`src/rtl/pfr_pkg.sv`:
```
package pfr_pkg;

   // Frame header layout: three length bytes, little-endian, then one sequence byte.
   localparam int HEADER_BYTES = 4;
   localparam int LEN_W        = 24;
   localparam int SEQ_W        = 8;
   localparam int BYTE_W       = 8;
   localparam int SIZE_W       = 32;

   // Header byte counter position of the sequence byte.
   localparam logic [1:0] HDR_SEQ_IDX = 2'(HEADER_BYTES - 1);

   // Payload width of the result stream: 65 field bits rounded up to whole bytes.
   localparam int RSP_DATA_W = 72;

   // Reset value of the maximum frame size register.
   localparam logic [LEN_W-1:0] MAX_FRAME_RESET = {LEN_W{1'b1}};

   // Saturation value of the message byte count.
   localparam logic [SIZE_W-1:0] SIZE_MAX = {SIZE_W{1'b1}};

   // One result beat, as produced by the parser.
   typedef struct packed {
      logic              payload_valid;
      logic [BYTE_W-1:0] payload_out;
      logic              message_done;
      logic [SEQ_W-1:0]  first_seq;
      logic [SEQ_W-1:0]  last_seq;
      logic [SIZE_W-1:0] message_bytes;
      logic              seq_error;
      logic [SEQ_W-1:0]  next_seqnum;
   } result_type;

endpackage

```
`src/rtl/packet_frame_reassembler.sv`:
```
// Length-prefixed frame reassembler. Each input beat carries one link byte and
// the sequence number expected for the next message; each accepted beat yields
// exactly one registered result beat. A new byte is accepted every cycle while the output
// skid entry is free: all header parsing, sequence checks and byte counting are done in
// one pass of counter and compare logic, and the two-entry output buffer keeps the input
// open while a result waits on the output. Payload bytes come out with tuser set, and
// tlast marks the beat that completes a message and carries its report.
// The maximum frame size register may be written only while the block is idle.
module packet_frame_reassembler import pfr_pkg::*; (
   input  logic                  clock,
   input  logic                  reset,
   // Configuration: maximum frame size.
   input  logic                  csr_wr_en,
   input  logic [LEN_W-1:0]      csr_wr_data,
   // Input stream.
   input  logic                  req_tvalid,
   output logic                  req_tready,
   // [7:0] data_byte, [15:8] caller_seq
   input  logic [15:0]           req_tdata,
   // Result stream.
   output logic                  rsp_tvalid,
   input  logic                  rsp_tready,
   // [7:0] payload_out, [15:8] first_seq, [23:16] last_seq,
   // [55:24] message_bytes, [56] seq_error, [64:57] next_seqnum, [71:65] zero
   output logic [RSP_DATA_W-1:0] rsp_tdata,
   // message_done
   output logic                  rsp_tlast,
   // [0] payload_valid
   output logic                  rsp_tuser
);

   logic       accept;
   result_type parse_res;
   result_type out_res;

   assign accept = req_tvalid && req_tready;

   pfr_parser u_parser (
      .clock       (clock),
      .reset       (reset),
      .csr_wr_en   (csr_wr_en),
      .csr_wr_data (csr_wr_data),
      .accept      (accept),
      .data_byte   (req_tdata[7:0]),
      .caller_seq  (req_tdata[15:8]),
      .res         (parse_res)
   );

   pfr_out_stage u_out_stage (
      .clock     (clock),
      .reset     (reset),
      .in_valid  (req_tvalid),
      .in_ready  (req_tready),
      .in_res    (parse_res),
      .out_valid (rsp_tvalid),
      .out_ready (rsp_tready),
      .out_res   (out_res)
   );

   // Pack the result beat onto the stream ports.
   assign rsp_tdata = {7'b0, out_res.next_seqnum, out_res.seq_error,
                       out_res.message_bytes, out_res.last_seq,
                       out_res.first_seq, out_res.payload_out};
   assign rsp_tlast = out_res.message_done;
   assign rsp_tuser = out_res.payload_valid;

endmodule

```
`src/rtl/pfr_parser.sv`:
```
module pfr_parser import pfr_pkg::*; (
   input  logic              clock,
   input  logic              reset,
   input  logic              csr_wr_en,
   input  logic [LEN_W-1:0]  csr_wr_data,
   input  logic              accept,
   input  logic [BYTE_W-1:0] data_byte,
   input  logic [SEQ_W-1:0]  caller_seq,
   output result_type        res
);

   logic              in_header_ff,    in_header_in;
   logic [1:0]        header_index_ff, header_index_in;
   logic [LEN_W-1:0]  length_shift_ff, length_shift_in;
   logic [LEN_W-1:0]  bytes_left_ff,   bytes_left_in;
   logic              first_frame_ff,  first_frame_in;
   logic [SEQ_W-1:0]  seq_first_ff,    seq_first_in;
   logic [SEQ_W-1:0]  seq_last_ff,     seq_last_in;
   logic              mismatch_ff,     mismatch_in;
   logic              continues_ff,    continues_in;
   logic [SIZE_W-1:0] size_count_ff,   size_count_in;
   logic [LEN_W-1:0]  max_frame_ff;

   logic              frame_end;
   logic              err;
   logic [SEQ_W-1:0]  want_seq;

   // Next state and result for the beat on the input.
   always_comb begin
      in_header_in    = in_header_ff;
      header_index_in = header_index_ff;
      length_shift_in = length_shift_ff;
      bytes_left_in   = bytes_left_ff;
      first_frame_in  = first_frame_ff;
      seq_first_in    = seq_first_ff;
      seq_last_in     = seq_last_ff;
      mismatch_in     = mismatch_ff;
      continues_in    = continues_ff;
      size_count_in   = size_count_ff;
      frame_end       = 1'b0;
      err             = 1'b0;
      want_seq        = seq_last_ff + SEQ_W'(1);
      res             = '0;

      if (in_header_ff) begin
         unique case (header_index_ff)
            2'd0: begin
               length_shift_in[7:0] = length_shift_ff[7:0] | data_byte;
               header_index_in      = header_index_ff + 2'd1;
            end
            2'd1: begin
               length_shift_in[15:8] = length_shift_ff[15:8] | data_byte;
               header_index_in       = header_index_ff + 2'd1;
            end
            2'd2: begin
               length_shift_in[23:16] = length_shift_ff[23:16] | data_byte;
               header_index_in        = header_index_ff + 2'd1;
            end
            default: begin
               // Sequence byte closes the header.
               if (first_frame_ff) begin
                  seq_first_in = data_byte;
                  seq_last_in  = data_byte;
               end else begin
                  if (data_byte != want_seq) begin
                     mismatch_in = 1'b1;
                  end
                  seq_last_in = want_seq;
               end
               bytes_left_in   = length_shift_ff;
               continues_in    = (length_shift_ff == max_frame_ff);
               first_frame_in  = 1'b0;
               header_index_in = 2'd0;
               length_shift_in = '0;
               in_header_in    = (length_shift_ff == '0);
               frame_end       = (length_shift_ff == '0);
            end
         endcase
      end else begin
         // Payload byte passes through.
         res.payload_valid = 1'b1;
         res.payload_out   = data_byte;
         if (size_count_ff != SIZE_MAX) begin
            size_count_in = size_count_ff + SIZE_W'(1);
         end
         bytes_left_in = bytes_left_ff - LEN_W'(1);
         if (bytes_left_in == '0) begin
            in_header_in = 1'b1;
            frame_end    = 1'b1;
         end
      end

      // Message report when a frame that is not continued ends.
      if (frame_end && !continues_in) begin
         err               = mismatch_in || (caller_seq != seq_first_in);
         res.message_done  = 1'b1;
         res.first_seq     = seq_first_in;
         res.last_seq      = seq_last_in;
         res.message_bytes = size_count_in;
         res.seq_error     = err;
         res.next_seqnum   = err ? caller_seq : seq_last_in + SEQ_W'(1);
         first_frame_in    = 1'b1;
         seq_first_in      = '0;
         seq_last_in       = '0;
         mismatch_in       = 1'b0;
         continues_in      = 1'b0;
         size_count_in     = '0;
      end
   end

   // Parser state advances on every accepted beat.
   always_ff @(posedge clock) begin
      if (reset) begin
         in_header_ff    <= 1'b1;
         header_index_ff <= 2'd0;
         length_shift_ff <= '0;
         bytes_left_ff   <= '0;
         first_frame_ff  <= 1'b1;
         seq_first_ff    <= '0;
         seq_last_ff     <= '0;
         mismatch_ff     <= 1'b0;
         continues_ff    <= 1'b0;
         size_count_ff   <= '0;
      end else if (accept) begin
         in_header_ff    <= in_header_in;
         header_index_ff <= header_index_in;
         length_shift_ff <= length_shift_in;
         bytes_left_ff   <= bytes_left_in;
         first_frame_ff  <= first_frame_in;
         seq_first_ff    <= seq_first_in;
         seq_last_ff     <= seq_last_in;
         mismatch_ff     <= mismatch_in;
         continues_ff    <= continues_in;
         size_count_ff   <= size_count_in;
      end
   end

   // Maximum frame size register.
   always_ff @(posedge clock) begin
      if (reset) begin
         max_frame_ff <= MAX_FRAME_RESET;
      end else if (csr_wr_en) begin
         max_frame_ff <= csr_wr_data;
      end
   end

   // The header counter only moves while a header is being collected.
   a_index_in_header: assert property (@(posedge clock) disable iff (reset)
      (header_index_ff != 2'd0) |-> in_header_ff)
      else $error("header index advanced outside a header");

   // A header beat never produces payload.
   a_header_no_payload: assert property (@(posedge clock) disable iff (reset)
      (accept && in_header_ff) |-> !res.payload_valid)
      else $error("header byte passed as payload");

   // A finished message leaves a clean message state behind.
   a_done_clears: assert property (@(posedge clock) disable iff (reset)
      (accept && res.message_done) |=>
         (first_frame_ff && size_count_ff == '0 && !mismatch_ff))
      else $error("message state not cleared after report");

endmodule

```
`src/rtl/pfr_out_stage.sv`:
```
module pfr_out_stage import pfr_pkg::*; (
   input  logic       clock,
   input  logic       reset,
   input  logic       in_valid,
   output logic       in_ready,
   input  result_type in_res,
   output logic       out_valid,
   input  logic       out_ready,
   output result_type out_res
);

   logic       main_valid_ff, main_valid_in;
   logic       skid_valid_ff, skid_valid_in;
   result_type main_ff, main_in;
   result_type skid_ff, skid_in;
   logic       take_in;
   logic       take_out;

   // Two-entry buffer: a beat is taken as long as the skid entry is free.
   assign in_ready  = !skid_valid_ff;
   assign take_in   = in_valid && !skid_valid_ff;
   assign take_out  = main_valid_ff && out_ready;
   assign out_valid = main_valid_ff;
   assign out_res   = main_ff;

   always_comb begin
      main_valid_in = main_valid_ff;
      skid_valid_in = skid_valid_ff;
      main_in       = main_ff;
      skid_in       = skid_ff;
      if (take_out) begin
         if (skid_valid_ff) begin
            main_in       = skid_ff;
            skid_valid_in = 1'b0;
         end else begin
            main_valid_in = take_in;
            main_in       = in_res;
         end
      end else if (take_in) begin
         if (!main_valid_ff) begin
            main_valid_in = 1'b1;
            main_in       = in_res;
         end else begin
            skid_valid_in = 1'b1;
            skid_in       = in_res;
         end
      end
   end

   always_ff @(posedge clock) begin
      if (reset) begin
         main_valid_ff <= 1'b0;
         skid_valid_ff <= 1'b0;
      end else begin
         main_valid_ff <= main_valid_in;
         skid_valid_ff <= skid_valid_in;
      end
   end

   always_ff @(posedge clock) begin
      main_ff <= main_in;
      skid_ff <= skid_in;
   end

   // The skid entry is only ever filled behind an occupied main entry.
   a_skid_behind_main: assert property (@(posedge clock) disable iff (reset)
      skid_valid_ff |-> main_valid_ff)
      else $error("skid entry full while main entry empty");

endmodule

```
`config.mk`:
```
export PLATFORM = sky130hd
export DESIGN_NAME = packet_frame_reassembler
export DESIGN_NICKNAME = d
export VERILOG_FILES = /design/src/rtl/pfr_pkg.sv /design/src/rtl/packet_frame_reassembler.sv /design/src/rtl/pfr_parser.sv /design/src/rtl/pfr_out_stage.sv
export SDC_FILE = /design/constraint.sdc
export NUM_CORES = 1
export LEC_CHECK = 0
export BUFFER_PORTS_ARGS = -buffer_cell sky130_fd_sc_hd__buf_2
export CORE_MARGIN = 5
export CORE_UTILIZATION = 60
export DETAILED_ROUTE_END_ITERATION = 10
export GPL_TIMING_DRIVEN = 0
export PLACE_DENSITY_LB_ADDON = 0.2
export SYNTH_ARGS = -nofsm -noshare
export SYNTH_HDL_FRONTEND = slang
export SYNTH_HIERARCHICAL = 1
export SYNTH_SLANG_ARGS = --single-unit
```
`constraint.sdc`:
```
create_clock -name clock -period 7 [get_ports clock]
set_input_delay 0.7 -clock clock [delete_from_list [all_inputs] [get_ports clock]]
set_output_delay 0.7 -clock clock [all_outputs]
set_load 0.01 [all_outputs]
```
==> qor.yml <==
run_status:
  outcome: "completed"
clock_tree:
  cts_buffers: 28
  htreeDepth: 1
  cts_tree: "done"
  clk_pin_slew_worst_paths_ns: 0.06
  cts.sinks: 262
  insertion_delay_ns: 0.54
  post_cts_buffers: 0
  cts_resized: 0
  holdBufCountCts: 0
  clock_path_buffers: 3
  cts-root-buf: "clkbuf_16"
setup_path:
  timing.rr.start: "u_parser/header_index_ff[0]$_SDFFE_PP0P_"
  r2r_slack_ns: 3.14
  critPathRequiredTime_ns: 7.41
  worstPathCellList: "ha_1, clkbuf_1, and3_1, clkbuf_1, mux2i_1, xnor2_1, nor4_1, and3_1, buf_1, a21oi_1, a211oi_1, mux2_2"
  worst-r2r-cell-count: 12
  start_kind: "flop"
  cpMaxStageDelayCell: "mux2i_1"
  worst-path-buf-inv: 3
  critical-path-top-delay-family: "buffers and inverters"
  r2r-end: "u_out_stage/out_res[6]$_DFFE_PP_"
  worst-path-max-fanout: 9
  critPathMaxStageDelay_ns: 0.46
  crit_type: "flop to flop"
  arrival_ns: 4.28
  cp-end-kind: "flop"
  worst-path-stages: 12
  cp-startpoint: "u_parser/header_index_ff[0]$_SDFFE_PP0P_"
  crit_end: "u_out_stage/out_res[6]$_DFFE_PP_"
synth:
  yosys_warnings: 6
  ys_top_cells_by_area: "edfxtp_1, dfxtp_1, xnor2_1"
  netlist_instances: 1238
  yosysSeqAreaShare_pct: 51.4
  synth_ff_type: "edfxtp_1"
  yosys-top-cells-count: "nor2_1, edfxtp_1, dfxtp_1"
  ys_async_sr_fraction_pct: 0
  ys_types: 77
  synth_area_per_cell_sq_um: 10.3
  syn_area_sq_mm: 0.0128
  yosys.area.top_type: "edfxtp_1"
  synth_top_area_share_pct: 31.4
  synth_edf_count: 134
  synthMostInstantiatedCell: "nor2_1"
  ys_seq_elements: 262
sta:
  period_needed_ns: 3.86
  hold_viol: 0
  relSlewSlack_pct: 26.4
  setup_viol: 0
  max_freq_mhz: 259
  clock_skew_ns: 0.0137
  min_period_over_period_pct: 55.2
  rsz0062_at_grt: "false"
  tightest_slew_ns: 1.09
  maxSlewViolCount: 0
placed_design:
  postPlaceCellArea_sq_mm: 0.0138
  port_buffers: 106
  hpwl_um: 22300
  place_congestion: 0.971
pwr:
  powerDensity_mw_per_mm2: 232
  clock_power_share_pct: 41.0
  pwr-share-seq_pct: 50.1
  p_comb_share_pct: 8.9
  p_sw_share_pct: 24.3
  ir_drop_mv: 0.202
  p_sw_w: 0.000829
  design_power_total_w: 0.00341
  cellLeakagePower_nw: 5.63
  p_int_w: 0.00258
detailed_routing:
  viasPerCell: 5.89
  firstDrtPassIters: 5
  wl_um: 31400
  drt-wirelength-per-cell_um: 18.6
  ant_nets: 0
  drcViolationCount: 0
  vias: 9920
  drt_iter0_markers: 801
die:
  rows: 53
  die_h_um: 156
  core_area_sq_mm: 0.0210
  die_area_sq_mm: 0.0244
  fp.dieW_um: 156
  ios: 121
  start_util_pct: 60.9
global_route:
  grt_max_degree: 34
  grt_first_pass_wirelength_um: 50400
  grt.overflow.total: 0
  grt_pass1_vias: 9650
  grt_usage_pct: 25.3
  antenna_found_initial: 0
run:
  drv_cap: 0
finish:
  nets: 1441
  antenna_cells: 0
  drive_above_1_share_pct: 19.7
  syn_to_final_growth_pct: 14.8
  design_area_sq_mm: 0.0147
worst_hold_path:
  hold_class: "primary input to flop"
[worst min path at each step]
stage / start / end / slack, ns / depth (start not counted)
2_1_floorplan: u_parser/mismatch_ff$_SDFFE_PP0P_ / u_parser/mismatch_ff$_SDFFE_PP0P_ / 0.44 / 2
3_3_place_gp: u_parser/mismatch_ff$_SDFFE_PP0P_ / u_parser/mismatch_ff$_SDFFE_PP0P_ / 0.45 / 2
3_5_place_dp: u_parser/mismatch_ff$_SDFFE_PP0P_ / u_parser/mismatch_ff$_SDFFE_PP0P_ / 0.46 / 2
4_1_cts: csr_wr_data[7] / u_parser/max_frame_ff[7]$_SDFFE_PP1P_ / 0.35 / 3
5_1_grt: csr_wr_data[7] / u_parser/max_frame_ff[7]$_SDFFE_PP1P_ / 0.36 / 3
6_report: csr_wr_data[7] / u_parser/max_frame_ff[7]$_SDFFE_PP1P_ / 0.37 / 3
[per-stage QoR]
step	hold WS (ns)	setup TNS (ns)	setup WS [ns]	util, %	instances
after floorplan	0.438	0	0.744	-	1244
after global placement	0.453	-128.94	-1.28	65.2	1625
after detailed placement	0.463	0	3.29	65.8	1632
after CTS	0.354	0	3.20	70.0	1684
after global routing	0.363	0	2.83	70.0	1684
final	0.367	0	3.14	70.0	1684
[power groups by stage]
stage	clock, W	sequential [W]	combinational [W]
floorplan	0	0.00176	0.000174
global placement	0	0.00175	0.000280
detailed placement	0	0.00174	0.000298
CTS	0.00142	0.00171	0.000301
global route	0.00149	0.00172	0.000329
finish	0.00140	0.00171	0.000302
[state kept, by name, summed over array words and instances, names as in the netlist, 2 cells and up]
signal	count
u_out_stage/out_res	67
u_out_stage/skid_ff	67
u_parser/size_count_ff	32
u_parser/bytes_left_ff	24
u_parser/length_shift_ff	24
u_parser/max_frame_ff	24
u_parser/seq_first_ff	8
u_parser/seq_last_ff	8
u_parser/header_index_ff	2
[area by class of cell]
class / count / area [sq um]
timing repair buffer: 113 / 638
sequential: 262 / 6590
multi-input combinational: 868 / 5740
fill: 1633 / 6310
buffer: 80 / 394
inverter: 34 / 128
tap: 275 / 344
clock inverter: 16 / 125
clock buffer: 36 / 751
[worst register-to-register path: cells and delay by family, from the launching register on]
kind                       cells  cell delay [ns]
AOI/OAI and AO/OA              2             0.56
xor gates and xnor gates       1             0.11
adders and majority gates      1             0.17
buffers and inverters          3             1.01
DFF                            1             0.40
muxes                          2             0.71
and+or+nand+nor                3             0.77
[layout by cell type (no fill, tap or decap), types with 6 or more instances in the layout]
cell and instances:
buf_1 6, o31ai_1 6, nand3_1 41, o32ai_1 6, buf_2 118, a21oi_1 69
nand2_1 99, and2_1 6, edfxtp_1 134, nand4_1 23, xor2_1 30, xnor2_1 82
inv_1 33, dfxtp_1 128, clkbuf_16 28, conb_1 7, ha_1 9, or4_1 7
mux2_4 30, clkinv_2 7, nor2_1 163, nor4_1 16, buf_4 13, nor3_1 35
a211oi_1 9, mux2i_1 37, clkbuf_1 51, o21ai_0 26, mux2_2 37, and3_1 12
buf_6 8, a22oi_1 8, or3_1 9, and4_1 6, a221oi_1 13
[cell families (layout without fill, tap and decap cells)]
| family | count (synthesis) | count (layout) | synth area share, % |
|---|---|---|---|
| buf+inv | 114 | 279 | 4.07 |
| fa+ha+maj | 9 | 9 | 0.879 |
| other cells | 1 | 7 | 0.0293 |
| flops | 262 | 262 | 51.4 |
| mux | 105 | 105 | 9.75 |
| simple gates | 456 | 456 | 17.3 |
| xor+xnor | 112 | 112 | 7.66 |
| compound gates | 179 | 179 | 8.87 |
[routing by layer]
metal	up-vias	track usage [%]	part of all wire, %
li1	4716	-	-
met1	4770	34.7	43
met2	369	41.9	48
met3	65	3.66	6.5
met4	0	7.89	2.6
met5	-	0	0
(Power assumes the default switching activity.)
